===== src/rtl/core/midpoint_ellipse_rasterizer_core_defines.svh =====
// Assertion macros for the midpoint ellipse rasterizer core.
// Expects clk and rst_n in the scope of every use; no other dependencies.
`ifndef MIDPOINT_ELLIPSE_RASTERIZER_CORE_DEFINES_SVH
`define MIDPOINT_ELLIPSE_RASTERIZER_CORE_DEFINES_SVH
`ifndef ASSERT_OFF
// Checked only out of reset
`define MER_ASSERT(lbl, prop, msg) \
  lbl: assert property (@(posedge clk) disable iff (!rst_n) prop) else $error(msg);
// Checked at every edge, reset included
`define MER_ASSERT_RST(lbl, prop, msg) \
  lbl: assert property (@(posedge clk) prop) else $error(msg);
`else
`define MER_ASSERT(lbl, prop, msg)
`define MER_ASSERT_RST(lbl, prop, msg)
`endif
`endif


===== src/rtl/core/mer_pkg.sv =====
// Shared types and constants for the midpoint ellipse rasterizer core.
// No dependencies.
package mer_pkg;

  localparam int COORD_BITS_DEF = 12;

  // Input opcodes
  typedef enum logic [0:0] {
    OPC_LOAD = 1'b0,
    OPC_STEP = 1'b1
  } opc_t;

  // Datapath operations, one per cycle unless stalled
  typedef enum logic [3:0] {
    OP_NONE,
    OP_LOAD,
    OP_AA,
    OP_BB,
    OP_AAB2,
    OP_INIT,
    OP_XB,
    OP_YA,
    OP_CMP,
    OP_TXSQ,
    OP_T1,
    OP_TYSQ,
    OP_T2,
    OP_ENT,
    OP_R1,
    OP_R2
  } dp_op_t;

  // Controller states
  typedef enum logic [3:0] {
    ST_IDLE,
    ST_AA,
    ST_BB,
    ST_AAB2,
    ST_INIT,
    ST_YA,
    ST_CMP,
    ST_TXSQ,
    ST_T1,
    ST_TYSQ,
    ST_T2,
    ST_ENT,
    ST_R1,
    ST_R2,
    ST_EMIT,
    ST_SPARE
  } ctrl_state_t;

  // Controller to datapath / output stage
  typedef struct packed {
    dp_op_t op;
    logic   out_load;
  } mer_cmd_t;

  // Datapath to controller
  typedef struct packed {
    logic active;
    logic r2;
    logic x_lt;
  } dp_sts_t;

endpackage


===== src/rtl/core/mer_in_if.sv =====
// Input channel: valid/ready transaction carrying one load or step item.
// Depends on mer_pkg.
interface mer_in_if import mer_pkg::*; #(
  parameter int COORD_BITS = COORD_BITS_DEF
) ();
  logic                  valid;
  logic                  ready;
  logic                  opcode;
  logic [COORD_BITS-1:0] corner_start_x;
  logic [COORD_BITS-1:0] corner_start_y;
  logic [COORD_BITS-1:0] corner_end_x;
  logic [COORD_BITS-1:0] corner_end_y;

  modport source (
    output valid, opcode, corner_start_x, corner_start_y, corner_end_x, corner_end_y,
    input  ready
  );
  modport sink (
    input  valid, opcode, corner_start_x, corner_start_y, corner_end_x, corner_end_y,
    output ready
  );
endinterface


===== src/rtl/core/mer_out_if.sv =====
// Result channel: valid/ready transaction carrying four mirrored points.
// Depends on mer_pkg.
interface mer_out_if import mer_pkg::*; #(
  parameter int COORD_BITS = COORD_BITS_DEF
) ();
  logic                  valid;
  logic                  ready;
  logic [COORD_BITS-1:0] point0_x;
  logic [COORD_BITS-1:0] point0_y;
  logic [COORD_BITS-1:0] point1_x;
  logic [COORD_BITS-1:0] point1_y;
  logic [COORD_BITS-1:0] point2_x;
  logic [COORD_BITS-1:0] point2_y;
  logic [COORD_BITS-1:0] point3_x;
  logic [COORD_BITS-1:0] point3_y;
  logic                  last;

  modport source (
    output valid, point0_x, point0_y, point1_x, point1_y,
           point2_x, point2_y, point3_x, point3_y, last,
    input  ready
  );
  modport sink (
    input  valid, point0_x, point0_y, point1_x, point1_y,
           point2_x, point2_y, point3_x, point3_y, last,
    output ready
  );
endinterface


===== src/rtl/core/midpoint_ellipse_rasterizer_core.sv =====
// Channel   Dir  Moves
// in_ch     in   load (two corners) or step transaction
// out_ch    out  four mirrored points plus last flag
//
// A load runs setup states AA to INIT before its result; a step runs YA, CMP
// and R1 or R2, and the step entering region 2 adds TXSQ to ENT before R2.
// A finished result waits in the output register while the next item is taken.
// A step while no outline is active is accepted and produces nothing.
// Reset (rst_n, synchronous, active low) returns to idle with no outline active.
// Top level of the midpoint ellipse rasterizer; depends on mer_pkg, the channel
// interfaces, mer_ctrl and mer_dpath.
module midpoint_ellipse_rasterizer_core import mer_pkg::*; #(
  parameter int COORD_BITS = COORD_BITS_DEF
) (
  input  logic      clk,
  input  logic      rst_n,
  mer_in_if.sink    in_ch,
  mer_out_if.source out_ch
);

  mer_cmd_t              cmd;
  dp_sts_t               sts;
  logic                  in_ready;
  logic                  out_busy;
  logic                  out_valid_r;
  logic [COORD_BITS-1:0] p0x, p0y, p1x, p1y, p2x, p2y, p3x, p3y;
  logic                  pl;
  logic [COORD_BITS-1:0] p0x_r, p0y_r, p1x_r, p1y_r, p2x_r, p2y_r, p3x_r, p3y_r;
  logic                  last_r;

  assign in_ch.ready = in_ready;
  assign out_busy    = out_valid_r && !out_ch.ready;

  mer_ctrl u_ctrl (
    .clk       (clk),
    .rst_n     (rst_n),
    .in_valid  (in_ch.valid),
    .in_opcode (in_ch.opcode),
    .in_ready  (in_ready),
    .sts       (sts),
    .out_busy  (out_busy),
    .cmd       (cmd)
  );

  mer_dpath #(
    .COORD_BITS (COORD_BITS)
  ) u_dpath (
    .clk            (clk),
    .rst_n          (rst_n),
    .op             (cmd.op),
    .corner_start_x (in_ch.corner_start_x),
    .corner_start_y (in_ch.corner_start_y),
    .corner_end_x   (in_ch.corner_end_x),
    .corner_end_y   (in_ch.corner_end_y),
    .sts            (sts),
    .point0_x       (p0x),
    .point0_y       (p0y),
    .point1_x       (p1x),
    .point1_y       (p1y),
    .point2_x       (p2x),
    .point2_y       (p2y),
    .point3_x       (p3x),
    .point3_y       (p3y),
    .last           (pl)
  );

  // Output register valid
  always_ff @(posedge clk) begin
    if (!rst_n) begin
      out_valid_r <= 1'b0;
    end else if (cmd.out_load) begin
      out_valid_r <= 1'b1;
    end else if (out_ch.ready) begin
      out_valid_r <= 1'b0;
    end
  end

  // Output register payload
  always_ff @(posedge clk) begin
    if (cmd.out_load) begin
      p0x_r  <= p0x;
      p0y_r  <= p0y;
      p1x_r  <= p1x;
      p1y_r  <= p1y;
      p2x_r  <= p2x;
      p2y_r  <= p2y;
      p3x_r  <= p3x;
      p3y_r  <= p3y;
      last_r <= pl;
    end
  end

  assign out_ch.valid    = out_valid_r;
  assign out_ch.point0_x = p0x_r;
  assign out_ch.point0_y = p0y_r;
  assign out_ch.point1_x = p1x_r;
  assign out_ch.point1_y = p1y_r;
  assign out_ch.point2_x = p2x_r;
  assign out_ch.point2_y = p2y_r;
  assign out_ch.point3_x = p3x_r;
  assign out_ch.point3_y = p3y_r;
  assign out_ch.last     = last_r;

endmodule


===== src/rtl/core/mer_ctrl.sv =====
// Ellipse rasterizer sequencer: one datapath operation per cycle unless stalled.
// Depends on mer_pkg and the assertion macro header.
`include "midpoint_ellipse_rasterizer_core_defines.svh"

module mer_ctrl import mer_pkg::*; (
  input  logic     clk,
  input  logic     rst_n,
  input  logic     in_valid,
  input  logic     in_opcode,
  output logic     in_ready,
  input  dp_sts_t  sts,
  input  logic     out_busy,
  output mer_cmd_t cmd
);

  ctrl_state_t state_r, state_nxt;
  logic        dispatch;
  logic        accept;
  logic        is_load;

  // Idle, or a finished result can move into the output register
  assign dispatch = (state_r == ST_IDLE) || ((state_r == ST_EMIT) && !out_busy);
  assign in_ready = dispatch;
  assign accept   = in_valid && dispatch;
  assign is_load  = (in_opcode == OPC_LOAD);

  // State register
  always_ff @(posedge clk) begin
    if (!rst_n) begin
      state_r <= ST_IDLE;
    end else begin
      state_r <= state_nxt;
    end
  end

  // Next state
  always_comb begin
    state_nxt = state_r;
    unique case (state_r)
      ST_IDLE, ST_EMIT: begin
        if (dispatch) begin
          priority if (!accept) state_nxt = ST_IDLE;
          else if (is_load)     state_nxt = ST_AA;
          else if (sts.active)  state_nxt = ST_YA;
          else                  state_nxt = ST_IDLE;
        end
      end
      ST_AA:   state_nxt = ST_BB;
      ST_BB:   state_nxt = ST_AAB2;
      ST_AAB2: state_nxt = ST_INIT;
      ST_INIT: state_nxt = ST_EMIT;
      ST_YA:   state_nxt = ST_CMP;
      ST_CMP: begin
        priority if (sts.r2) state_nxt = ST_R2;
        else if (sts.x_lt)   state_nxt = ST_R1;
        else                 state_nxt = ST_TXSQ;
      end
      ST_TXSQ: state_nxt = ST_T1;
      ST_T1:   state_nxt = ST_TYSQ;
      ST_TYSQ: state_nxt = ST_T2;
      ST_T2:   state_nxt = ST_ENT;
      ST_ENT:  state_nxt = ST_R2;
      ST_R1:   state_nxt = ST_EMIT;
      ST_R2:   state_nxt = ST_EMIT;
      ST_SPARE: state_nxt = ST_IDLE;
    endcase
  end

  // Commands
  always_comb begin
    cmd.op       = OP_NONE;
    cmd.out_load = 1'b0;
    unique case (state_r)
      ST_IDLE, ST_EMIT: begin
        cmd.out_load = (state_r == ST_EMIT) && !out_busy;
        if (accept) begin
          priority if (is_load) cmd.op = OP_LOAD;
          else if (sts.active)  cmd.op = OP_XB;
          else                  cmd.op = OP_NONE;
        end
      end
      ST_AA:    cmd.op = OP_AA;
      ST_BB:    cmd.op = OP_BB;
      ST_AAB2:  cmd.op = OP_AAB2;
      ST_INIT:  cmd.op = OP_INIT;
      ST_YA:    cmd.op = OP_YA;
      ST_CMP:   cmd.op = OP_CMP;
      ST_TXSQ:  cmd.op = OP_TXSQ;
      ST_T1:    cmd.op = OP_T1;
      ST_TYSQ:  cmd.op = OP_TYSQ;
      ST_T2:    cmd.op = OP_T2;
      ST_ENT:   cmd.op = OP_ENT;
      ST_R1:    cmd.op = OP_R1;
      ST_R2:    cmd.op = OP_R2;
      ST_SPARE: cmd.op = OP_NONE;
    endcase
  end

  `MER_ASSERT_RST(a_rst_idle, !rst_n |=> (state_r == ST_IDLE), "reset left controller busy")
  `MER_ASSERT(a_load_seq, (accept && is_load) |=> (state_r == ST_AA), "load did not start setup")
  `MER_ASSERT(a_no_overrun, cmd.out_load |-> !out_busy, "result overwrote a waiting transaction")
  `MER_ASSERT(a_step_idle, (accept && !is_load && !sts.active) |=> (state_r == ST_IDLE), "step on idle outline started work")

endmodule


===== src/rtl/core/mer_dpath.sv =====
// Datapath of the ellipse rasterizer: geometry registers, one shared multiplier,
// decision variable and point mirroring. Depends on mer_pkg and the macro header.
`include "midpoint_ellipse_rasterizer_core_defines.svh"

module mer_dpath import mer_pkg::*; #(
  parameter int COORD_BITS = COORD_BITS_DEF
) (
  input  logic                  clk,
  input  logic                  rst_n,
  input  dp_op_t                op,
  input  logic [COORD_BITS-1:0] corner_start_x,
  input  logic [COORD_BITS-1:0] corner_start_y,
  input  logic [COORD_BITS-1:0] corner_end_x,
  input  logic [COORD_BITS-1:0] corner_end_y,
  output dp_sts_t               sts,
  output logic [COORD_BITS-1:0] point0_x,
  output logic [COORD_BITS-1:0] point0_y,
  output logic [COORD_BITS-1:0] point1_x,
  output logic [COORD_BITS-1:0] point1_y,
  output logic [COORD_BITS-1:0] point2_x,
  output logic [COORD_BITS-1:0] point2_y,
  output logic [COORD_BITS-1:0] point3_x,
  output logic [COORD_BITS-1:0] point3_y,
  output logic                  last
);

  localparam int N     = COORD_BITS;
  // decision value is exact below 64 bits, modulo 2^64 beyond
  localparam int DEC_W = (4 * COORD_BITS + 8 > 64) ? 64 : 4 * COORD_BITS + 8;
  localparam int MAW   = 2 * N + 2;
  localparam int MBW   = 2 * N;
  localparam int PW    = (4 * N + 2 > DEC_W) ? 4 * N + 2 : DEC_W;
  localparam int PXW   = 3 * N;
  localparam int KW    = 2 * N + 5;

  // geometry
  logic [N-1:0]     cx_r, cy_r, x_r, y_r, a2_r, b2_r;
  logic             horiz_r;
  logic             active_r, r2_r;
  // products and decision
  logic [2*N-1:0]   aa_r, bb_r;
  logic [PXW-1:0]   pxb_r, pya_r;
  logic [PXW:0]     diff_r;
  logic [MAW-1:0]   sq_r;
  logic [DEC_W-1:0] t1_r, t2_r, aabb_r, dec_r;
  logic [KW-1:0]    k_r1n_r, k_r1p_r, k_r2n_r, k_r2p_r;

  // load decode
  logic [N-1:0] dx, dy, long_ax, short_ax, y_start;
  logic [N:0]   sum_x, sum_y;
  logic         horiz_ld;

  assign dx       = (corner_start_x >= corner_end_x) ? corner_start_x - corner_end_x
                                                     : corner_end_x - corner_start_x;
  assign dy       = (corner_start_y >= corner_end_y) ? corner_start_y - corner_end_y
                                                     : corner_end_y - corner_start_y;
  assign sum_x    = {1'b0, corner_start_x} + {1'b0, corner_end_x};
  assign sum_y    = {1'b0, corner_start_y} + {1'b0, corner_end_y};
  assign horiz_ld = (dx >= dy);
  assign long_ax  = horiz_ld ? dx : dy;
  assign short_ax = horiz_ld ? dy : dx;
  assign y_start  = {1'b0, short_ax[N-1:1]};

  // shared multiplier operand select
  logic [N:0]     tx;
  logic [N-1:0]   ty;
  logic [MAW-1:0] mul_a;
  logic [MBW-1:0] mul_b;
  logic [PW-1:0]  prod;

  assign tx = {x_r, 1'b1};
  assign ty = y_r - N'(1);

  always_comb begin
    mul_a = '0;
    mul_b = '0;
    unique case (op)
      OP_AA:   begin mul_a = MAW'(a2_r); mul_b = MBW'(a2_r); end
      OP_BB:   begin mul_a = MAW'(b2_r); mul_b = MBW'(b2_r); end
      OP_AAB2: begin mul_a = MAW'(aa_r); mul_b = MBW'(b2_r); end
      OP_INIT: begin mul_a = MAW'(aa_r); mul_b = bb_r;       end
      OP_XB:   begin mul_a = MAW'(x_r);  mul_b = bb_r;       end
      OP_YA:   begin mul_a = MAW'(y_r);  mul_b = aa_r;       end
      OP_TXSQ: begin mul_a = MAW'(tx);   mul_b = MBW'(tx);   end
      OP_T1:   begin mul_a = sq_r;       mul_b = bb_r;       end
      OP_TYSQ: begin mul_a = MAW'(ty);   mul_b = MBW'(ty);   end
      OP_T2:   begin mul_a = sq_r;       mul_b = aa_r;       end
      default: ;
    endcase
  end

  assign prod = PW'(mul_a) * PW'(mul_b);

  // step constants, formed once per ellipse
  logic [KW-1:0] bb8, bb4, aa8, aa4;
  assign bb8 = KW'({bb_r, 3'b000});
  assign bb4 = KW'({bb_r, 2'b00});
  assign aa8 = KW'({aa_r, 3'b000});
  assign aa4 = KW'({aa_r, 2'b00});

  // decision variable updates
  logic [DEC_W-1:0] xb8, ya8, diff_ext, diff8;
  logic [DEC_W-1:0] dec_init, dec_ent, dec_r1, dec_r2;
  logic             dec_neg, dec_nonpos;

  assign dec_neg    = dec_r[DEC_W-1];
  assign dec_nonpos = dec_neg || (dec_r == '0);
  assign xb8        = DEC_W'({pxb_r, 3'b000});
  assign ya8        = DEC_W'({pya_r, 3'b000});
  assign diff_ext   = {{(DEC_W - PXW - 1){diff_r[PXW]}}, diff_r};
  assign diff8      = {diff_ext[DEC_W-4:0], 3'b000};

  assign dec_init = DEC_W'({bb_r, 2'b00}) - {t1_r[DEC_W-2:0], 1'b0} + DEC_W'(aa_r);
  assign dec_ent  = t1_r + {t2_r[DEC_W-3:0], 2'b00} - aabb_r;
  assign dec_r1   = dec_neg ? dec_r + xb8 + DEC_W'(k_r1n_r)
                            : dec_r + diff8 + DEC_W'(k_r1p_r);
  assign dec_r2   = dec_nonpos ? dec_r + diff8 + DEC_W'(k_r2n_r)
                               : dec_r - ya8 + DEC_W'(k_r2p_r);

  // next point
  logic [N-1:0] x_nxt, y_nxt;
  always_comb begin
    x_nxt = x_r;
    y_nxt = y_r;
    if (op == OP_R1) begin
      x_nxt = x_r + N'(1);
      y_nxt = dec_neg ? y_r : y_r - N'(1);
    end else if (op == OP_R2) begin
      x_nxt = dec_nonpos ? x_r + N'(1) : x_r;
      y_nxt = y_r - N'(1);
    end
  end

  // outline phase flags
  always_ff @(posedge clk) begin
    if (!rst_n) begin
      active_r <= 1'b0;
      r2_r     <= 1'b0;
    end else begin
      unique case (op)
        OP_LOAD: begin
          active_r <= (y_start != '0);
          r2_r     <= 1'b0;
        end
        OP_ENT:       r2_r     <= 1'b1;
        OP_R1, OP_R2: active_r <= (y_nxt != '0);
        default: ;
      endcase
    end
  end

  // payload registers
  always_ff @(posedge clk) begin
    unique case (op)
      OP_LOAD: begin
        cx_r    <= sum_x[N:1];
        cy_r    <= sum_y[N:1];
        horiz_r <= horiz_ld;
        a2_r    <= long_ax;
        b2_r    <= short_ax;
        x_r     <= '0;
        y_r     <= y_start;
      end
      OP_AA:   aa_r <= prod[2*N-1:0];
      OP_BB:   bb_r <= prod[2*N-1:0];
      OP_AAB2: t1_r <= prod[DEC_W-1:0];
      OP_INIT: begin
        aabb_r  <= prod[DEC_W-1:0];
        dec_r   <= dec_init;
        k_r1n_r <= bb8 + bb4;
        k_r1p_r <= aa8 + bb8 + bb4;
        k_r2n_r <= bb8 + aa8 + aa4;
        k_r2p_r <= aa8 + aa4;
      end
      OP_XB:   pxb_r  <= prod[PXW-1:0];
      OP_YA:   pya_r  <= prod[PXW-1:0];
      OP_CMP:  diff_r <= {1'b0, pxb_r} - {1'b0, pya_r};
      OP_TXSQ: sq_r   <= prod[MAW-1:0];
      OP_T1:   t1_r   <= prod[DEC_W-1:0];
      OP_TYSQ: sq_r   <= prod[MAW-1:0];
      OP_T2:   t2_r   <= prod[DEC_W-1:0];
      OP_ENT:  dec_r  <= dec_ent;
      OP_R1: begin
        dec_r <= dec_r1;
        x_r   <= x_nxt;
        y_r   <= y_nxt;
      end
      OP_R2: begin
        dec_r <= dec_r2;
        x_r   <= x_nxt;
        y_r   <= y_nxt;
      end
      default: ;
    endcase
  end

  // status
  assign sts.active = active_r;
  assign sts.r2     = r2_r;
  assign sts.x_lt   = (pxb_r < pya_r);

  // four-way mirror, axes swapped for a vertical long axis
  logic [N-1:0] u, v;
  assign u        = horiz_r ? x_r : y_r;
  assign v        = horiz_r ? y_r : x_r;
  assign point0_x = cx_r + u;
  assign point0_y = cy_r + v;
  assign point1_x = cx_r - u;
  assign point1_y = cy_r + v;
  assign point2_x = cx_r + u;
  assign point2_y = cy_r - v;
  assign point3_x = cx_r - u;
  assign point3_y = cy_r - v;
  assign last     = (y_r == '0);

  `MER_ASSERT(a_act_y, active_r |-> (y_r != '0), "outline active with y at zero")
  `MER_ASSERT(a_r1_phase, (op == OP_R1) |-> (active_r && !r2_r), "region 1 step outside region 1")
  `MER_ASSERT(a_r2_phase, (op == OP_R2) |-> (active_r && r2_r), "region 2 step outside region 2")

endmodule

===== src/flat_wrapper.sv =====
// flat-port wrapper written by rule: the top's interface ports become plain ports
module midpoint_ellipse_rasterizer_core_flat import mer_pkg::*;
#(
  parameter int COORD_BITS = COORD_BITS_DEF
)
  (clk, rst_n, in_ch_valid, in_ch_opcode, in_ch_corner_start_x, in_ch_corner_start_y, in_ch_corner_end_x, in_ch_corner_end_y, in_ch_ready, out_ch_valid, out_ch_point0_x, out_ch_point0_y, out_ch_point1_x, out_ch_point1_y, out_ch_point2_x, out_ch_point2_y, out_ch_point3_x, out_ch_point3_y, out_ch_last, out_ch_ready);
  mer_in_if #(.COORD_BITS(COORD_BITS)) in_ch_i ();
  mer_out_if #(.COORD_BITS(COORD_BITS)) out_ch_i ();
  input  logic clk;
  input  logic rst_n;
  input wire logic [$bits(in_ch_i.valid)-1:0] in_ch_valid;
  input wire logic [$bits(in_ch_i.opcode)-1:0] in_ch_opcode;
  input wire logic [$bits(in_ch_i.corner_start_x)-1:0] in_ch_corner_start_x;
  input wire logic [$bits(in_ch_i.corner_start_y)-1:0] in_ch_corner_start_y;
  input wire logic [$bits(in_ch_i.corner_end_x)-1:0] in_ch_corner_end_x;
  input wire logic [$bits(in_ch_i.corner_end_y)-1:0] in_ch_corner_end_y;
  output wire logic [$bits(in_ch_i.ready)-1:0] in_ch_ready;
  output wire logic [$bits(out_ch_i.valid)-1:0] out_ch_valid;
  output wire logic [$bits(out_ch_i.point0_x)-1:0] out_ch_point0_x;
  output wire logic [$bits(out_ch_i.point0_y)-1:0] out_ch_point0_y;
  output wire logic [$bits(out_ch_i.point1_x)-1:0] out_ch_point1_x;
  output wire logic [$bits(out_ch_i.point1_y)-1:0] out_ch_point1_y;
  output wire logic [$bits(out_ch_i.point2_x)-1:0] out_ch_point2_x;
  output wire logic [$bits(out_ch_i.point2_y)-1:0] out_ch_point2_y;
  output wire logic [$bits(out_ch_i.point3_x)-1:0] out_ch_point3_x;
  output wire logic [$bits(out_ch_i.point3_y)-1:0] out_ch_point3_y;
  output wire logic [$bits(out_ch_i.last)-1:0] out_ch_last;
  input wire logic [$bits(out_ch_i.ready)-1:0] out_ch_ready;
  assign in_ch_i.valid = in_ch_valid;
  assign in_ch_i.opcode = in_ch_opcode;
  assign in_ch_i.corner_start_x = in_ch_corner_start_x;
  assign in_ch_i.corner_start_y = in_ch_corner_start_y;
  assign in_ch_i.corner_end_x = in_ch_corner_end_x;
  assign in_ch_i.corner_end_y = in_ch_corner_end_y;
  assign in_ch_ready = in_ch_i.ready;
  assign out_ch_valid = out_ch_i.valid;
  assign out_ch_point0_x = out_ch_i.point0_x;
  assign out_ch_point0_y = out_ch_i.point0_y;
  assign out_ch_point1_x = out_ch_i.point1_x;
  assign out_ch_point1_y = out_ch_i.point1_y;
  assign out_ch_point2_x = out_ch_i.point2_x;
  assign out_ch_point2_y = out_ch_i.point2_y;
  assign out_ch_point3_x = out_ch_i.point3_x;
  assign out_ch_point3_y = out_ch_i.point3_y;
  assign out_ch_last = out_ch_i.last;
  assign out_ch_i.ready = out_ch_ready;
  midpoint_ellipse_rasterizer_core #(.COORD_BITS(COORD_BITS)) u_core (.clk(clk), .rst_n(rst_n), .in_ch(in_ch_i), .out_ch(out_ch_i));
endmodule

===== config.mk =====
export PLATFORM = sky130hd
export DESIGN_NAME = midpoint_ellipse_rasterizer_core_flat
export DESIGN_NICKNAME = d
export VERILOG_FILES = /design/src/rtl/core/mer_pkg.sv /design/src/rtl/core/mer_in_if.sv /design/src/rtl/core/mer_out_if.sv /design/src/rtl/core/midpoint_ellipse_rasterizer_core.sv /design/src/rtl/core/mer_ctrl.sv /design/src/rtl/core/mer_dpath.sv /design/src/flat_wrapper.sv
export VERILOG_INCLUDE_DIRS = /design/src /design/src/rtl/core
export SDC_FILE = /design/constraint.sdc
export NUM_CORES = 2
export LEC_CHECK = 0
export ABC_AREA = 1
export BUFFER_PORTS_ARGS = -buffer_cell sky130_fd_sc_hd__buf_2
export CAP_MARGIN = 20
export CORE_UTILIZATION = 54
export DETAILED_ROUTE_END_ITERATION = 10
export GPL_ROUTABILITY_DRIVEN = 0
export PLACE_DENSITY = 0.7
export SYNTH_ARGS = -nofsm -noshare
export SYNTH_HDL_FRONTEND = slang
export SYNTH_HIERARCHICAL = 1
export SYNTH_SLANG_ARGS = --single-unit
export TNS_END_PERCENT = 50

===== constraint.sdc =====
create_clock -name clk -period 33.4 [get_ports clk]
set_clock_uncertainty 0.05 [all_clocks]
set_input_delay 1.67 -clock clk [delete_from_list [all_inputs] [get_ports clk]]
set_output_delay 1.67 -clock clk [all_outputs]
set_load 0.005 [all_outputs]

==> reports/metrics.csv <==
metric;value;unit
ys_warn_count;6;
cts_buffers;78;
hold_viol;0;
finalMaxSlewViolations;0;
multiInputGateArea;55540;µm²
regArea;20050;µm²
timing_worst_slew_pin_value;1.321;ns
synthXorXnorAreaFrac;4.780;%
die_h;399.2;µm
port_buffers;151;
rsz0062_at_grt;false;
drt_iter0_markers;10560;
final_area;91020;µm²
syn_area;85200;µm²
cp.arrival;12.53;ns
io_pins;152;
via_per_inst;5.966;
clkLatencyLatePin;0.74;ns
synth_edf_count;663;
fillCellCount;14410;
critPathMaxStageDelay;0.72;ns
status;complete, but fails checks;
drc_errors;4;
coreArea;156400;µm²
end_kind;register;
dr.pass1.iters;11;
nets;12890;
synth_cells;11260;
drive_gt1_share;5.792;%
timing.hold.ws;0.4364;ns
grt_max_degree;64;
crit_type;in -> reg;
grt_pass1_vias;78370;
synth_area_per_cell;7.566;µm²
synth.top_cell.area_share;23.37;%
cts_hold_buffers;0;
cts_resized;0;
ys_seq_area_share;23.53;%
cp_slowest_cell;inv_1;
hp-class;reg -> reg;
clockRootBuffer;clkbuf_16;
synth_compound_area_share;11.51;%
cts_tree;built;
muxShareOfSynthArea;0.03525;%
yosys.area.top_type;edfxtp_1;
synth_top_family_by_area;adder cells;
synthToLayoutAreaGrowth;6.835;%
die_w;399.2;µm
required;33.78;ns
h-tree-depth;3;
fmax;0.08228;GHz
dieArea;159400;µm²
ys_ff_latch;670;
slew_headroom;11.10;%
synth-adder-area-share;27.00;%
routedWlPerCell;23.33;µm
setup_ws;21.25;ns
route.met3.wl;41.59;mm
worst_setup_path_start_kind;input port;
finalSetupTns;0;ns
cp_common_cell;inv_1;
wl_met2;133.1;mm
vias;80580;
clockBufferDepth;3;
num_rows;145;
synth_area_leaders;edfxtp_1 23%, fa_1 15%, ha_1 12%;
yosys.area_share.simple;21.73;%
drv_cap;0;
initial_core_util;54.48;%
dp_hpwl;255.5;mm
syn_nets;12760;
numClockSinks;670;
wl_met1;114.2;mm
top_layer_used;met5;
setup_violations;0;
grtUsageTotal;39.13;%
grt_pass1_wl;467.0;mm
grt_antenna_before_repair;10;
finalCriticalPeriod;12.15;ns
dp_slack;20.95;ns
dpl-instance-area;88340;µm²
drt-total-wl;315.1;mm
cts_setup_buffers;0;
crit_path_max_fanout;37;
grt-ovfl-total;0;
violations;design-rule violations;
clk_pin_slew;0.06;ns
drtAntennaViolNets;0;
synth_ff_type;edfxtp_1;
async_flop_share;0;%
synthDistinctLibCells;69;
timing.final.crit_share;36.39;%
==> cell type report <==
| class | count | share of cell area (%) |
|---|---|---|
| multi-input cells | 8070 | 61.02 |
| well taps | 2058 | 2.829 |
| flip-flops and latches | 670 | 22.03 |
| inverters | 2314 | 9.548 |
| diodes | 2 | 0.005499 |
| clock buffers | 92 | 2.226 |
| clock inverters | 52 | 0.7107 |
| repair buffers | 249 | 1.639 |
==> path summary, 6_finish.rpt <==
kind / cells past startpoint / start / end / slack (ns)
setup / recovery: 44 / out_ch_ready / u_core/u_dpath/t1_r[46]$_DFFE_PP_ / 21.25
hold / removal: 2 / u_core/out_ch.valid$_SDFFE_PN0P_ / u_core/out_ch.valid$_SDFFE_PN0P_ / 0.44
setup reg to reg: 38 / u_core/u_ctrl/state_r[0]$_SDFFE_PN0P_ / u_core/u_dpath/t1_r[46]$_DFFE_PP_ / 21.68
hold reg to reg: 2 / u_core/out_ch.valid$_SDFFE_PN0P_ / u_core/out_ch.valid$_SDFFE_PN0P_ / 0.44
==> synthesized netlist by cell type (all sizes together), types with 2 or more instances <==
library cell	instances
nand2	2630
o21ai	533
nor3b	7
nor4	34
clkinv	37
nand4	123
o211ai	33
o221ai	16
or2	29
o21bai	67
inv	2277
nand3	469
o21a	32
and3	16
a21o	62
nor3	90
buf	95
nand3b	13
ha	803
a21boi	21
clkbuf	112
o31ai	21
edfxtp	663
nor2	996
a22oi	18
a31oi	87
a2111oi	8
a221oi	15
dfxtp	7
mux2i	3
fa	647
xor2	347
and2	7
xnor2	118
o2111ai	20
a211oi	8
a21oi	771
o22ai	15
a31o	2
o311ai	3
==> cell families after synthesis <==
logic type                 count (synthesis)
muxes                                      3
xor gates and xnor gates                 465
buffers and inverters                   2521
AOI/OAI and AO/OA                       1738
and+or+nand+nor                         4414
adders and majority gates               1450
DFF                                      670
==> layer usage <==
metal | up-vias | GRT usage [%]
li1 | 36240 | -
met4 | 6 | 26.79
met2 | 5356 | 59.57
met3 | 1335 | 9.692
met1 | 37650 | 48.98
met5 | - | 0.06053
==> registers in the layout (all words and copies together) (netlist names), 24 cells and up <==
| signal | cells |
|---|---|
| u_core/u_dpath/aabb_r | 50 |
| u_core/u_dpath/diff_r | 37 |
| u_core/u_dpath/k_r1n_r | 25 |
| u_core/u_dpath/pya_r | 36 |
| u_core/u_dpath/k_r2p_r | 25 |
| u_core/u_dpath/aa_r | 24 |
| u_core/u_dpath/pxb_r | 36 |
| u_core/u_dpath/k_r1p_r | 27 |
| u_core/u_dpath/k_r2n_r | 27 |
| u_core/u_dpath/t1_r | 50 |
| u_core/u_dpath/t2_r | 50 |
| u_core/u_dpath/bb_r | 24 |
| u_core/u_dpath/dec_r | 56 |
| u_core/u_dpath/sq_r | 26 |
==> per-stage QoR <==
stage                     instances  utilization, %
after floorplan               11260               -
after global placement        13360           56.47
after detailed placement      13360           56.49
after CTS                     13510           58.20
after global routing          13510           58.20
final                         13510           58.20
==> placed cells by master, fill, tap and decap left out, types with 32 or more instances in the layout <==
master / Yosys / layout
o21a_1: 32 / 32
o21ai_0: 509 / 505
nor2_1: 933 / 921
nand4_1: 121 / 121
clkbuf_16: 0 / 79
inv_2: 62 / 62
ha_1: 803 / 803
nand2_1: 2550 / 2550
a31oi_1: 87 / 87
o21bai_1: 67 / 67
xnor2_1: 118 / 118
nor3_1: 74 / 74
fa_1: 647 / 647
a21oi_1: 765 / 765
buf_4: 54 / 98
nand2_2: 77 / 77
edfxtp_1: 663 / 663
nand3_1: 459 / 459
inv_1: 2214 / 2212
xor2_1: 347 / 347
clkinv_1: 37 / 52
nor2_2: 44 / 47
a21o_1: 62 / 62
o211ai_1: 33 / 33
nor4_1: 32 / 32
buf_2: 34 / 151
==> critical path, delay by kind of cell <==
kind	cells	cell delay, ns
adder cells (fa/ha/maj)	8	3.83
buffers and inverters	16	2.73
AO/OA/AOI/OAI	7	1.98
AND/OR/NAND/NOR	12	1.90
XOR/XNOR	1	0.38
Power is not shown: default switching activity piles up to over one toggle a cycle in this logic, so the estimate is an artifact.
